--- src/hw/rtl/bpc_pkg.sv ---
// Shared types, constants and helper functions for the pressure compensation block.
// No dependencies; every other file but bpc_div refers to it by scoped names.
package bpc_pkg;

    typedef enum logic [1:0] {
        ST_IDLE,
        ST_STEP,
        ST_DIV,
        ST_DONE
    } state_t;

    // Datapath operations, in the order they are sequenced
    typedef enum logic [4:0] {
        OP_T_X1,
        OP_T_DIV,
        OP_T_FIN,
        OP_P_SQ,
        OP_P_X1,
        OP_P_X2,
        OP_P_B3,
        OP_P_X1B,
        OP_P_X2B,
        OP_P_X3,
        OP_P_B4,
        OP_P_B7,
        OP_P_DIV,
        OP_P_P,
        OP_P_SQP,
        OP_P_C1,
        OP_P_C2,
        OP_P_FIN
    } op_t;

    typedef enum logic [1:0] {
        REG_CAL_A,
        REG_CAL_B,
        REG_CAL_C,
        REG_OSS
    } reg_idx_t;

    typedef struct packed {
        logic load;
        logic exec;
        logic emit;
        op_t  op;
    } cmd_t;

    typedef struct packed {
        logic div_zero;
        logic div_done;
        logic out_free;
    } sts_t;

    localparam logic [31:0] C_B6_OFS    = 32'd4000;
    localparam logic [31:0] C_B4_OFS    = 32'd32768;
    localparam logic [31:0] C_B7_SCALE  = 32'd50000;
    localparam logic [31:0] C_P_MUL1    = 32'd3038;
    localparam logic [31:0] C_P_MUL2    = 32'hFFFF_E343;
    localparam logic [31:0] C_P_ADD     = 32'd3791;
    localparam logic [31:0] C_MSB       = 32'h8000_0000;
    localparam logic [1:0]  C_OSS_RESET = 2'd3;

    function automatic logic [31:0] asr32(input logic [31:0] x, input logic [4:0] n);
        asr32 = $unsigned($signed(x) >>> n);
    endfunction

    function automatic logic [31:0] sx16(input logic [15:0] v);
        sx16 = {{16{v[15]}}, v};
    endfunction

    function automatic logic [31:0] zx16(input logic [15:0] v);
        zx16 = {16'd0, v};
    endfunction

endpackage

--- src/hw/rtl/bpc_div.sv ---
// Unsigned 32 by 32 restoring divider, one quotient bit per cycle.
// Stand-alone; used by bpc_datapath.
module bpc_div (
    input  logic        clk,
    input  logic        rst_n,
    input  logic        start,
    input  logic [31:0] num,
    input  logic [31:0] den,
    output logic        done,
    output logic [31:0] quo
);

    logic        busy_reg, busy_next;
    logic [4:0]  cnt_reg, cnt_next;
    logic [31:0] rem_reg, rem_next;
    logic [31:0] quo_reg, quo_next;
    logic [31:0] den_reg, den_next;
    logic        done_reg, done_next;
    logic [32:0] trial;
    logic [32:0] diff;

    always_comb
    begin
        trial     = {rem_reg, quo_reg[31]};
        diff      = trial - {1'b0, den_reg};
        busy_next = busy_reg;
        cnt_next  = cnt_reg;
        rem_next  = rem_reg;
        quo_next  = quo_reg;
        den_next  = den_reg;
        done_next = 1'b0;
        if (start)
        begin
            busy_next = 1'b1;
            cnt_next  = 5'd0;
            rem_next  = 32'd0;
            quo_next  = num;
            den_next  = den;
        end
        else if (busy_reg)
        begin
            if (!diff[32])
            begin
                rem_next = diff[31:0];
                quo_next = {quo_reg[30:0], 1'b1};
            end
            else
            begin
                rem_next = trial[31:0];
                quo_next = {quo_reg[30:0], 1'b0};
            end
            cnt_next = cnt_reg + 5'd1;
            if (cnt_reg == 5'd31)
            begin
                busy_next = 1'b0;
                done_next = 1'b1;
            end
        end
    end

    always_ff @(posedge clk or negedge rst_n)
    begin
        if (!rst_n)
        begin
            busy_reg <= 1'b0;
            done_reg <= 1'b0;
            cnt_reg  <= 5'd0;
        end
        else
        begin
            busy_reg <= busy_next;
            done_reg <= done_next;
            cnt_reg  <= cnt_next;
        end
    end

    always_ff @(posedge clk)
    begin
        rem_reg <= rem_next;
        quo_reg <= quo_next;
        den_reg <= den_next;
    end

    assign done = done_reg;
    assign quo  = quo_reg;

endmodule

--- src/hw/rtl/bpc_datapath.sv ---
// Datapath: operand registers, one shared multiplier, divider and output beat register.
// Depends on bpc_pkg and bpc_div.
module bpc_datapath (
    input  logic               clk,
    input  logic               rst_n,
    input  bpc_pkg::cmd_t      cmd,
    output bpc_pkg::sts_t      sts,
    input  logic               func,
    input  logic [18:0]        raw_value,
    input  logic [63:0]        cal_a,
    input  logic [63:0]        cal_b,
    input  logic [31:0]        cal_c,
    input  logic [1:0]         oss,
    input  logic               out_stall,
    output logic               out_valid,
    output logic [31:0]        value,
    output logic               kind,
    output logic               error
);

    logic [31:0] ac1, ac2, ac3, ac4, ac5, ac6, b1, b2, mc, md;
    logic        func_reg;
    logic [18:0] raw_reg;
    logic [31:0] term_reg, term_next;
    logic [31:0] x1_reg, x1_next, x2_reg, x2_next, sq_reg, sq_next;
    logic [31:0] b6_reg, b6_next, b3_reg, b3_next, b4_reg, b4_next;
    logic [31:0] b7_reg, b7_next, p_reg, p_next, res_reg, res_next;
    logic        err_reg, err_next, neg_reg, neg_next;
    logic        out_valid_reg;
    logic [31:0] value_reg;
    logic        kind_reg, error_reg;
    logic [31:0] mul_a, mul_b, prod, raw32, b6c, tden, tnum, qsig, sum, b3_sum, psh;
    logic        div_start, div_done;
    logic [31:0] div_num, div_den, div_q;

    assign ac1 = bpc_pkg::sx16(cal_a[63:48]);
    assign ac2 = bpc_pkg::sx16(cal_a[47:32]);
    assign ac3 = bpc_pkg::sx16(cal_a[31:16]);
    assign ac4 = bpc_pkg::zx16(cal_a[15:0]);
    assign ac5 = bpc_pkg::zx16(cal_b[63:48]);
    assign ac6 = bpc_pkg::zx16(cal_b[47:32]);
    assign b1  = bpc_pkg::sx16(cal_b[31:16]);
    assign b2  = bpc_pkg::sx16(cal_b[15:0]);
    assign mc  = bpc_pkg::sx16(cal_c[31:16]);
    assign md  = bpc_pkg::sx16(cal_c[15:0]);

    assign raw32 = {13'd0, raw_reg};
    assign b6c   = term_reg - bpc_pkg::C_B6_OFS;
    assign tden  = x1_reg + md;
    assign tnum  = {mc[20:0], 11'd0};
    assign psh   = bpc_pkg::asr32(p_reg, 5'd8);

    always_comb
    begin
        mul_a = 32'd0;
        mul_b = 32'd0;
        case (cmd.op)
            bpc_pkg::OP_T_X1:  begin mul_a = raw32 - ac6; mul_b = ac5; end
            bpc_pkg::OP_P_SQ:  begin mul_a = b6c; mul_b = b6c; end
            bpc_pkg::OP_P_X1:  begin mul_a = b2; mul_b = sq_reg; end
            bpc_pkg::OP_P_X2:  begin mul_a = ac2; mul_b = b6_reg; end
            bpc_pkg::OP_P_X1B: begin mul_a = ac3; mul_b = b6_reg; end
            bpc_pkg::OP_P_X2B: begin mul_a = b1; mul_b = sq_reg; end
            bpc_pkg::OP_P_B4:  begin mul_a = ac4; mul_b = x1_reg + bpc_pkg::C_B4_OFS; end
            bpc_pkg::OP_P_B7:  begin mul_a = raw32 - b3_reg; mul_b = bpc_pkg::C_B7_SCALE >> oss; end
            bpc_pkg::OP_P_SQP: begin mul_a = psh; mul_b = psh; end
            bpc_pkg::OP_P_C1:  begin mul_a = x1_reg; mul_b = bpc_pkg::C_P_MUL1; end
            bpc_pkg::OP_P_C2:  begin mul_a = bpc_pkg::C_P_MUL2; mul_b = p_reg; end
            default:           begin mul_a = 32'd0; mul_b = 32'd0; end
        endcase
    end

    assign prod = mul_a * mul_b;

    assign sts.div_zero = (cmd.op == bpc_pkg::OP_T_DIV) ? (tden == 32'd0) : (b4_reg == 32'd0);
    assign sts.div_done = div_done;
    assign sts.out_free = !out_valid_reg || !out_stall;

    always_comb
    begin
        term_next = term_reg;
        x1_next   = x1_reg;
        x2_next   = x2_reg;
        sq_next   = sq_reg;
        b6_next   = b6_reg;
        b3_next   = b3_reg;
        b4_next   = b4_reg;
        b7_next   = b7_reg;
        p_next    = p_reg;
        res_next  = res_reg;
        err_next  = err_reg;
        neg_next  = neg_reg;
        div_start = 1'b0;
        div_num   = 32'd0;
        div_den   = 32'd0;
        qsig      = neg_reg ? (32'd0 - div_q) : div_q;
        sum       = x1_reg + qsig;
        b3_sum    = {ac1[29:0], 2'd0} + x1_reg + x2_reg;
        if (cmd.load)
        begin
            err_next = 1'b0;
            res_next = 32'd0;
        end
        else if (cmd.exec)
        begin
            case (cmd.op)
                bpc_pkg::OP_T_X1:  x1_next = bpc_pkg::asr32(prod, 5'd15);
                bpc_pkg::OP_T_DIV:
                begin
                    if (tden == 32'd0)
                    begin
                        err_next = 1'b1;
                        res_next = 32'd0;
                    end
                    else
                    begin
                        div_start = 1'b1;
                        div_num   = tnum[31] ? (32'd0 - tnum) : tnum;
                        div_den   = tden[31] ? (32'd0 - tden) : tden;
                        neg_next  = tnum[31] ^ tden[31];
                    end
                end
                bpc_pkg::OP_T_FIN:
                begin
                    term_next = sum;
                    res_next  = bpc_pkg::asr32(sum + 32'd8, 5'd4);
                end
                bpc_pkg::OP_P_SQ:
                begin
                    b6_next = b6c;
                    sq_next = bpc_pkg::asr32(prod, 5'd12);
                end
                bpc_pkg::OP_P_X1:  x1_next = bpc_pkg::asr32(prod, 5'd11);
                bpc_pkg::OP_P_X2:  x2_next = bpc_pkg::asr32(prod, 5'd11);
                bpc_pkg::OP_P_B3:
                    b3_next = bpc_pkg::asr32((b3_sum << oss) + 32'd2, 5'd2);
                bpc_pkg::OP_P_X1B: x1_next = bpc_pkg::asr32(prod, 5'd13);
                bpc_pkg::OP_P_X2B: x2_next = bpc_pkg::asr32(prod, 5'd16);
                bpc_pkg::OP_P_X3:  x1_next = bpc_pkg::asr32(x1_reg + x2_reg + 32'd2, 5'd2);
                bpc_pkg::OP_P_B4:  b4_next = prod >> 15;
                bpc_pkg::OP_P_B7:  b7_next = prod;
                bpc_pkg::OP_P_DIV:
                begin
                    if (b4_reg == 32'd0)
                    begin
                        err_next = 1'b1;
                        res_next = 32'd0;
                    end
                    else
                    begin
                        div_start = 1'b1;
                        div_num   = b7_reg[31] ? b7_reg : {b7_reg[30:0], 1'b0};
                        div_den   = b4_reg;
                    end
                end
                bpc_pkg::OP_P_P:
                    p_next = b7_reg[31] ? {div_q[30:0], 1'b0} : div_q;
                bpc_pkg::OP_P_SQP: x1_next = prod;
                bpc_pkg::OP_P_C1:  x1_next = bpc_pkg::asr32(prod, 5'd16);
                bpc_pkg::OP_P_C2:  x2_next = bpc_pkg::asr32(prod, 5'd16);
                bpc_pkg::OP_P_FIN:
                    res_next = p_reg
                             + bpc_pkg::asr32(x1_reg + x2_reg + bpc_pkg::C_P_ADD, 5'd4);
                default: res_next = res_reg;
            endcase
        end
    end

    bpc_div u_div (
        .clk   (clk),
        .rst_n (rst_n),
        .start (div_start),
        .num   (div_num),
        .den   (div_den),
        .done  (div_done),
        .quo   (div_q)
    );

    always_ff @(posedge clk or negedge rst_n)
    begin
        if (!rst_n)
        begin
            term_reg      <= 32'd0;
            out_valid_reg <= 1'b0;
        end
        else
        begin
            term_reg <= term_next;
            if (cmd.emit)
                out_valid_reg <= 1'b1;
            else if (!out_stall)
                out_valid_reg <= 1'b0;
        end
    end

    always_ff @(posedge clk)
    begin
        if (cmd.load)
        begin
            func_reg <= func;
            raw_reg  <= raw_value;
        end
        x1_reg  <= x1_next;
        x2_reg  <= x2_next;
        sq_reg  <= sq_next;
        b6_reg  <= b6_next;
        b3_reg  <= b3_next;
        b4_reg  <= b4_next;
        b7_reg  <= b7_next;
        p_reg   <= p_next;
        res_reg <= res_next;
        err_reg <= err_next;
        neg_reg <= neg_next;
        if (cmd.emit)
        begin
            value_reg <= res_reg;
            kind_reg  <= func_reg;
            error_reg <= err_reg;
        end
    end

    assign out_valid = out_valid_reg;
    assign value     = value_reg;
    assign kind      = kind_reg;
    assign error     = error_reg;

endmodule

--- src/hw/rtl/bpc_ctrl.sv ---
// Controller: sequences datapath operations for one item at a time.
// Depends on bpc_pkg.
module bpc_ctrl (
    input  logic          clk,
    input  logic          rst_n,
    input  logic          in_valid,
    output logic          in_stall,
    input  logic          func,
    output bpc_pkg::cmd_t cmd,
    input  bpc_pkg::sts_t sts
);

    bpc_pkg::state_t state_reg, state_next;
    bpc_pkg::op_t    op_reg, op_next;

    always_ff @(posedge clk or negedge rst_n)
    begin
        if (!rst_n)
        begin
            state_reg <= bpc_pkg::ST_IDLE;
            op_reg    <= bpc_pkg::OP_T_X1;
        end
        else
        begin
            state_reg <= state_next;
            op_reg    <= op_next;
        end
    end

    always_comb
    begin
        state_next = state_reg;
        op_next    = op_reg;
        in_stall   = 1'b1;
        cmd.load   = 1'b0;
        cmd.exec   = 1'b0;
        cmd.emit   = 1'b0;
        cmd.op     = op_reg;
        case (state_reg)
            bpc_pkg::ST_IDLE:
            begin
                in_stall = 1'b0;
                if (in_valid)
                begin
                    cmd.load   = 1'b1;
                    op_next    = func ? bpc_pkg::OP_P_SQ : bpc_pkg::OP_T_X1;
                    state_next = bpc_pkg::ST_STEP;
                end
            end
            bpc_pkg::ST_STEP:
            begin
                cmd.exec = 1'b1;
                if (op_reg == bpc_pkg::OP_T_FIN || op_reg == bpc_pkg::OP_P_FIN)
                    state_next = bpc_pkg::ST_DONE;
                else if (op_reg == bpc_pkg::OP_T_DIV || op_reg == bpc_pkg::OP_P_DIV)
                begin
                    // zero divisor: skip straight to the result beat
                    if (sts.div_zero)
                        state_next = bpc_pkg::ST_DONE;
                    else
                    begin
                        op_next    = bpc_pkg::op_t'(op_reg + 5'd1);
                        state_next = bpc_pkg::ST_DIV;
                    end
                end
                else
                    op_next = bpc_pkg::op_t'(op_reg + 5'd1);
            end
            bpc_pkg::ST_DIV:
            begin
                if (sts.div_done)
                    state_next = bpc_pkg::ST_STEP;
            end
            bpc_pkg::ST_DONE:
            begin
                if (sts.out_free)
                begin
                    cmd.emit   = 1'b1;
                    state_next = bpc_pkg::ST_IDLE;
                end
            end
            default: state_next = bpc_pkg::ST_IDLE;
        endcase
    end

    a_emit_free: assert property (@(posedge clk) disable iff (!rst_n)
        cmd.emit |-> sts.out_free)
        else $error("result beat issued while output register busy");

    a_div_wait: assert property (@(posedge clk) disable iff (!rst_n)
        sts.div_done |-> state_reg == bpc_pkg::ST_DIV)
        else $error("divider finished outside the wait state");

    a_accept_run: assert property (@(posedge clk) disable iff (!rst_n)
        in_valid && !in_stall |=> state_reg == bpc_pkg::ST_STEP)
        else $error("accepted beat did not start a sequence");

endmodule

--- src/hw/rtl/barometric_pressure_compensation.sv ---
// Barometric pressure compensation. Each input beat carries a raw temperature or
// pressure reading; one result beat follows. Items are processed one at a time.
// Each kind waits once on the bit-serial divider; its other steps run one at a time
// and share one 32x32 multiplier. The next beat is accepted once the result beat has
// been loaded. A zero divisor ends the item early with error set. Calibration is
// written over the APB port at 8-byte spacing; the user must write it only while
// idle, as the block itself does not enforce this.
module barometric_pressure_compensation (
    input  logic        clk,
    input  logic        rst_n,
    input  logic        in_valid,
    output logic        in_stall,
    input  logic        func,
    input  logic [18:0] raw_value,
    output logic        out_valid,
    input  logic        out_stall,
    output logic [31:0] value,
    output logic        kind,
    output logic        error,
    input  logic        psel,
    input  logic        penable,
    input  logic        pwrite,
    input  logic [4:0]  paddr,
    input  logic [63:0] pwdata,
    output logic [63:0] prdata,
    output logic        pready
);

    logic [63:0]        cal_a_reg, cal_b_reg;
    logic [31:0]        cal_c_reg;
    logic [1:0]         oss_reg;
    logic               wr_en;
    bpc_pkg::reg_idx_t  ridx;
    bpc_pkg::cmd_t      cmd;
    bpc_pkg::sts_t      sts;

    assign pready = 1'b1;
    assign wr_en  = psel && penable && pwrite;
    assign ridx   = bpc_pkg::reg_idx_t'(paddr[4:3]);

    always_ff @(posedge clk or negedge rst_n)
    begin
        if (!rst_n)
        begin
            cal_a_reg <= 64'd0;
            cal_b_reg <= 64'd0;
            cal_c_reg <= 32'd0;
            oss_reg   <= bpc_pkg::C_OSS_RESET;
        end
        else if (wr_en)
        begin
            case (ridx)
                bpc_pkg::REG_CAL_A: cal_a_reg <= pwdata;
                bpc_pkg::REG_CAL_B: cal_b_reg <= pwdata;
                bpc_pkg::REG_CAL_C: cal_c_reg <= pwdata[31:0];
                bpc_pkg::REG_OSS:   oss_reg   <= pwdata[1:0];
                default:            oss_reg   <= oss_reg;
            endcase
        end
    end

    always_comb
    begin
        case (ridx)
            bpc_pkg::REG_CAL_A: prdata = cal_a_reg;
            bpc_pkg::REG_CAL_B: prdata = cal_b_reg;
            bpc_pkg::REG_CAL_C: prdata = {32'd0, cal_c_reg};
            bpc_pkg::REG_OSS:   prdata = {62'd0, oss_reg};
            default:            prdata = 64'd0;
        endcase
    end

    bpc_ctrl u_ctrl (
        .clk      (clk),
        .rst_n    (rst_n),
        .in_valid (in_valid),
        .in_stall (in_stall),
        .func     (func),
        .cmd      (cmd),
        .sts      (sts)
    );

    bpc_datapath u_dp (
        .clk       (clk),
        .rst_n     (rst_n),
        .cmd       (cmd),
        .sts       (sts),
        .func      (func),
        .raw_value (raw_value),
        .cal_a     (cal_a_reg),
        .cal_b     (cal_b_reg),
        .cal_c     (cal_c_reg),
        .oss       (oss_reg),
        .out_stall (out_stall),
        .out_valid (out_valid),
        .value     (value),
        .kind      (kind),
        .error     (error)
    );

endmodule

--- config.mk ---
export PLATFORM = sky130hd
export DESIGN_NAME = barometric_pressure_compensation
export DESIGN_NICKNAME = d
export VERILOG_FILES = /design/src/hw/rtl/bpc_pkg.sv /design/src/hw/rtl/bpc_div.sv /design/src/hw/rtl/bpc_datapath.sv /design/src/hw/rtl/bpc_ctrl.sv /design/src/hw/rtl/barometric_pressure_compensation.sv
export SDC_FILE = /design/constraint.sdc
export NUM_CORES = 2
export LEC_CHECK = 0
export BUFFER_PORTS_ARGS = -buffer_cell sky130_fd_sc_hd__buf_2
export CORE_ASPECT_RATIO = 1.2
export CORE_UTILIZATION = 45
export CTS_CLUSTER_SIZE = 24
export DETAILED_ROUTE_END_ITERATION = 7
export HOLD_SLACK_MARGIN = 0.15
export PLACE_DENSITY = 0.63
export SLEW_MARGIN = 30
export SYNTH_ARGS = -nofsm -noshare
export SYNTH_HDL_FRONTEND = slang
export SYNTH_SLANG_ARGS = --single-unit
--- constraint.sdc ---
create_clock -name clk -period 19.2 [get_ports clk]
set_clock_uncertainty 0.15 [all_clocks]
set_input_delay 0.96 -clock clk [delete_from_list [all_inputs] [get_ports clk]]
set_output_delay 0.96 -clock clk [all_outputs]
set_load 0.03 [all_outputs]
Yosys cells after proc, flatten, opt, wreduce, memory -nomap -nowiden
Cells that the tools add are included.
- $add $sub $neg: 20
- $mul: 1
- eq/ne operators: 33
- shift-type cells: 2
- mux-type cells: 63
- bitwise gates (word level): 4
- reduce and logical (&&, ||, !) cells: 39
- operator list (kind ; number):
    $mux W32 ; 15
    $pmux W32 S11 ; 1
    $pmux W32 S9 ; 1
    $pmux W64 S4 ; 1
    $add A32 B32 Y32 ; 6
    $pmux W32 S2 ; 3
    $pmux W32 S6 ; 1
    $pmux W32 S4 ; 1
    $add A32 B2 Y32 const B ; 2
    $logic_not A32 Y1 ; 2
    $sub A1 B32 Y32 const A ; 2
    $eq A5 B4 Y1 const B ; 8
    $sub A33 B32 Y33 ; 1
    $add A32 B12 Y32 const B ; 1
    $add A32 B16 Y32 const B ; 1
    $add A32 B4 Y32 const B ; 1
    $mul A32 B32 Y32 ; 1
    $shl A32 B2 Y32 ; 1
    $shr A16 B2 Y32 const A ; 1
    $sub A32 B12 Y32 const B ; 1
    $sub A20 B30 Y31 ; 1
    $mux W5 ; 6
    $sub A1 B27 Y28 const A ; 1
    $reduce_and A3 Y1 ; 8
    31 further kinds ; 95
- register bits after elaboration: 620
- input port bits: 96
- output and inout port bits: 101
- word-level logic and storage cells: 193

Longest topological paths before layout
- depth in word-level cells: 7
- mapped depth: 44
- depth with buffers taken out: 40

Cells and area by module
A second synthesis with hierarchy kept.
- cells, all modules: 6685
- area, all modules: 61803.0 um^2
- by module, submodules not included (module ; times used ; cells each ; area each (um^2)):
    bpc_datapath ; 1 ; 5527 ; 47903.4
    barometric_pressure_compensation ; 1 ; 523 ; 7403.4
    bpc_div ; 1 ; 577 ; 5969.5
    bpc_ctrl ; 1 ; 58 ; 526.8

Least setup slack after synthesis
Ideal clock, no wire load.
- kind: reg-to-reg
- from: reg u_ctrl.op_reg[3]
- to: reg u_dp.x1_reg[18] (data pin)
- setup time: 259 ps
- arrival: 10786 ps
- data required time: 18791 ps
- path slack: 8005 ps
- stages on the path, launching flop included: 42
- period minus slack after synthesis: 11195 ps
- cell sequence: dfrtp_1 -> buf_2 -> clkbuf_1 -> and3_1 -> ha_1 -> clkbuf_1 -> clkbuf_1 -> buf_1 -> a222oi_1 -> nand2_1 -> nor3_1 -> o211ai_1 -> nor3_1 -> clkbuf_1 -> nor2_1 -> fa_1 -> fa_1 -> fa_1 -> [6 not listed] -> inv_1 -> fa_1 -> inv_1 -> fa_1 -> inv_1 -> ha_1 -> or4_1 -> o221ai_1 -> o31ai_1 -> a311o_1 -> a31o_2 -> a31o_2 -> clkbuf_1 -> xnor3_1 -> xor2_4 -> xnor2_4 -> o31a_1 -> a211o_1
- longest elaborated chain between the ends: 5
- elaborated cells on any way between the ends: 18
- classes of those cells: mul (1); eq/ne (11); mux (3); reduce/logical (3)
- ends and longest elaborated chain (what ; RTL line ; source):
    start: declaration ; bpc_ctrl.sv:14 ; bpc_pkg::op_t op_reg, op_next;
    start signal: assignment ; bpc_ctrl.sv:21 ; op_reg <= bpc_pkg::OP_T_X1;
    start signal: assignment ; bpc_ctrl.sv:26 ; op_reg <= op_next;
    $eq A5 B3 Y1 / $eq A5 B4 Y1 (equally long branches) ; bpc_datapath.sv:57 ; case (cmd.op)
    $reduce_or A2 Y1 (no source line) ; -- ;
    $pmux W32 S9 ; bpc_datapath.sv:57 ;
    $mul A32 B32 Y32 * ; bpc_datapath.sv:73 ; assign prod = mul_a * mul_b;
    via u_dp.prod[31] ; bpc_datapath.sv:32 ; logic [31:0] mul_a, mul_b, prod, raw32, b6c, tden, tnum, qsig, sum, b3_sum, psh;
    $pmux W32 S6 * ; bpc_datapath.sv:106 ; case (cmd.op)
    end signal: assignment ; bpc_datapath.sv:203 ; x1_reg <= x1_next;
    end: declaration ; bpc_datapath.sv:25 ; logic [31:0] x1_reg, x1_next, x2_reg, x2_next, sq_reg, sq_next;
The timed path passes the listed nets; every way through them passes the cells marked *.
A chain may end at the register's enable or synchronous reset.

Worst setup path after layout
- from: reg u_ctrl.op_reg[0]
- to: reg u_dp.x1_reg[29] (data pin)
Same word-level chain as after synthesis.

==> insert_results.sql <==
INSERT INTO impl_metrics (metric_group, metric, value, unit) VALUES
('run_status', 'outcome', 'completed', ''),
('min_path', 'worst_hold_check_path_type', 'in -> async', ''),
('synthesis', 'yosys.area.top_type', 'sky130_fd_sc_hd__edfxtp_1', ''),
('synthesis', 'yosys_most_used_dff', 'sky130_fd_sc_hd__edfxtp_1', ''),
('synthesis', 'async_flop_share', '34.3', '%'),
('timing', 'timing.final.crit_share', '68.1', '%'),
('timing', 'timing.final.crit_period', '13.08', 'ns'),
('setup_path', 'worstPathMaxFanout', '29', ''),
('floorplan', 'floorplan.io_pins', '197', ''),
('clocking', 'post_cts.repair.setup_buffers', '0', ''),
('global_routing', 'first_global_vias', '49309', ''),
('timing', 'final.hold.worst_slack', '0.142', 'ns'),
('synthesis', 'synth_nets', '7428', ''),
('timing', 'finalSetupViolations', '0', ''),
('setup_path', 'timing.critical_path.buf_inv', '7', ''),
('clocking', 'cts_buffer_depth', '3', ''),
('timing', 'grt_setup_unrepaired', 'false', ''),
('setup_path', 'timing.critical_path.from_type', 'register', ''),
('clocking', 'htree_levels', '3', ''),
('synthesis', 'largest_cells_by_area_after_synthesis', 'sky130_fd_sc_hd__edfxtp_1, sky130_fd_sc_hd__fa_1, sky130_fd_sc_hd__dfrtp_1', ''),
('clocking', 'clock-root-buffer', 'sky130_fd_sc_hd__clkbuf_16', ''),
('setup_path', 'worst_setup_path_end_kind', 'register', ''),
('clocking', 'tritoncts', 'yes', ''),
('timing', 'maxClockFrequency', '76.5', 'MHz'),
('global_routing', 'wire_length_of_the_first_global_routing_pass', '323', 'mm'),
('setup_path', 'crit_family', 'adder cells', ''),
('clocking', 'tritoncts.num_buffers', '73', ''),
('place', 'io_buffer_count', '192', ''),
('setup_path', 'timing_worst_setup_path_type', 'reg -> reg', ''),
('timing', 'worstMarginPinSlew', '1.12', 'ns'),
('setup_path', 'worst-endpoint-required', '19.52', 'ns'),
('timing', 'maxSlewHeadroom', '25.1', '%'),
('global_routing', 'grt_max_degree', '94', ''),
('floorplan', 'rows', '146', ''),
('synthesis', 'post_synth_inst_count', '6522', ''),
('clocking', 'path_clk_slew', '0.07', 'ns'),
('clocking', 'cts_hold_buf', '0', ''),
('route', 'totalWireLength', '220', 'mm'),
('timing', 'timing.setup.tns', '0', 'ns'),
('final_layout', 'final_net_count', '7560', ''),
('synthesis', 'ys_types', '110', ''),
('timing', 'final_hold_viol_count', '0', ''),
('global_routing', 'global_route.usage.total', '32.3', '%'),
('global_routing', 'grt_antenna_before_repair', '11', ''),
('clocking', 'worst_skew_pair.late_latency', '0.68', 'ns'),
('place', 'hpwl', '171', 'mm'),
('final_layout', 'filler_cell_count', '12399', ''),
('floorplan', 'die_width', '336', 'µm'),
('final_layout', 'most_used_cells_in_the_layout_excluding_fill_and_tap_cells', 'sky130_fd_sc_hd__inv_1, sky130_fd_sc_hd__nor2_1, sky130_fd_sc_hd__nand2_1', ''),
('synthesis', 'synth.avg_cell_area', '9.22', 'µm²'),
('flow_run', 'maxCapViolations', '0', ''),
('final_layout', 'final_layout_size_suffix_gt1_share', '12.6', '%'),
('clocking', 'clkSinkCount', '609', ''),
('route', 'antenna_left', '0', ''),
('timing', 'finalMaxSlewViolations', '0', ''),
('final_layout', 'mostFrequentLayoutCell', 'sky130_fd_sc_hd__inv_1', ''),
('synthesis', 'synth_edf_count', '335', ''),
('setup_path', 'worst_path_most_repeated_cell', 'sky130_fd_sc_hd__fa_1', ''),
('synthesis', 'synth_warnings', '0', ''),
('final_layout', 'areaGrowthSynthToFinish', '10.3', '%'),
('floorplan', 'floorplan.die_area', '135000', 'µm²'),
('place', 'routabilityCongestion', '0.994', ''),
('setup_path', 'critPathMaxStageDelay', '0.79', 'ns'),
('synthesis', 'mappedNetlistArea', '60100', 'µm²'),
('floorplan', 'initial_core_util', '45.5', '%'),
('route', 'drt-vias-per-instance', '6.09', ''),
('route', 'count_of_vias_placed_by_the_detailed_router', '51698', ''),
('route', 'drt_first_pass_iters', '7', ''),
('floorplan', 'coreArea', '132000', 'µm²'),
('global_routing', 'overflow_left_after_global_routing', '0', ''),
('route', 'drt_first_iter_violations', '5696', ''),
('clocking', 'ctsResizeCount', '0', ''),
('route', 'drc', '0', ''),
('synthesis', 'yosys.area.top_type_share', '16.7', '%'),
('floorplan', 'floorplan.die.height', '402', 'µm'),
('setup_path', 'cpMaxStageDelayCell', 'sky130_fd_sc_hd__ha_1', ''),
('synthesis', 'synth_seq_cells', '609', ''),
('route', 'route.detailed.wl_per_inst', '25.8', 'µm'),
('synthesis', 'yosysSeqAreaShare', '27.6', '%'),
('setup_path', 'worstPathArrival', '13.40', 'ns');
metal layers:
layer / wire, µm / vias to the layer above / global-route usage, %
li1: - / 22833 / -
met1: 87800 / 25425 / 43.4
met2: 93600 / 2822 / 47.9
met3: 22600 / 604 / 6.41
met4: 15400 / 14 / 19.5
met5: 96 / - / 0
worst reg2reg max path: cells and delay by family, from the launching register on:
kind            cells  cell delay [ns]
compound gates     10             3.42
xor+xnor            3             1.20
fa+ha+maj          10             4.99
buf+inv             7             0.82
flops               1             0.41
simple gates        5             1.90
logic make-up after synthesis:
logic type,Yosys count,share of synthesized area (%)
XOR/XNOR,495,7.50
buffers and inverters,1024,6.50
other,1,0.00623
flip-flops,609,27.6
AO/OA/AOI/OAI,1331,15.0
adder cells (fa/ha/maj),810,22.4
AND/OR/NAND/NOR,1916,14.8
multiplexers,336,6.19
stage by stage:
stage / util (%) / cells / worst slack, ns / area (µm²)
2_1_floorplan: - / 6522 / 8.01 / 60100
3_3_place_gp: 48.1 / 8347 / 6.03 / 63600
3_5_place_dp: 48.3 / 8353 / 6.36 / 63800
4_1_cts: 50.1 / 8487 / 6.31 / 66300
5_1_grt: 50.2 / 8489 / 5.90 / 66300
6_report: 50.2 / 8494 / 6.12 / 66400
worst paths after layout:
check,from,to,slack (ns),cells past startpoint
setup / recovery,u_ctrl.op_reg[0],u_dp.x1_reg[29],6.12,35
hold / removal,rst_n,cal_a_reg[58],0.14,1
setup reg to reg,u_ctrl.op_reg[0],u_dp.x1_reg[29],6.12,35
hold reg to reg,u_dp.func_reg,u_dp.kind,0.27,0
max in group asynchronous,rst_n,u_dp.u_div.busy_reg,16.82,3
min in group clk,u_dp.func_reg,u_dp.kind,0.27,0
Yosys cell counts (31+ instances only):
cell                       instances
sky130_fd_sc_hd__or3_1            50
sky130_fd_sc_hd__o21ai_0         295
sky130_fd_sc_hd__edfxtp_1        335
sky130_fd_sc_hd__and3_1           41
sky130_fd_sc_hd__o211ai_1         35
sky130_fd_sc_hd__a22o_1           41
sky130_fd_sc_hd__nor2_1          618
sky130_fd_sc_hd__dfrtp_1         207
sky130_fd_sc_hd__or2_2            54
sky130_fd_sc_hd__nand4_1          43
sky130_fd_sc_hd__o21a_1           38
sky130_fd_sc_hd__fa_1            445
sky130_fd_sc_hd__a221oi_1         41
sky130_fd_sc_hd__a31oi_1          39
sky130_fd_sc_hd__xor2_1          179
sky130_fd_sc_hd__nand2b_1         83
sky130_fd_sc_hd__a22oi_1          65
sky130_fd_sc_hd__mux2i_1         122
sky130_fd_sc_hd__mux2_2          206
sky130_fd_sc_hd__a211oi_1         71
sky130_fd_sc_hd__nand3_1          91
sky130_fd_sc_hd__nor2b_1          54
sky130_fd_sc_hd__a21oi_1         285
sky130_fd_sc_hd__ha_1            365
sky130_fd_sc_hd__xnor2_1         304
sky130_fd_sc_hd__a21o_1           87
sky130_fd_sc_hd__dfxtp_1          65
sky130_fd_sc_hd__o31ai_1          31
sky130_fd_sc_hd__nand2_1         601
sky130_fd_sc_hd__nor3_1          103
sky130_fd_sc_hd__clkbuf_1        233
sky130_fd_sc_hd__inv_1           724
sky130_fd_sc_hd__and2_1           49
area by class of cell:
| type | instances | area [µm²] | share of cell area (%) |
|---|---|---|---|
| Multi-Input combinational cell | 4889 | 40100 | 60.4 |
| Sequential cell | 609 | 16600 | 25.0 |
| Inverter | 729 | 2740 | 4.12 |
| Timing Repair Buffer | 352 | 2260 | 3.41 |
| Tap cell | 1776 | 2220 | 3.35 |
| Clock buffer | 103 | 2130 | 3.21 |
| Clock inverter | 31 | 327 | 0.492 |
| Antenna cell | 5 | 12.5 | 0.0189 |
Power is left out: the tool's default activity adds up to more than one toggle a clock period on the data nets, which glitch-free logic cannot reach.
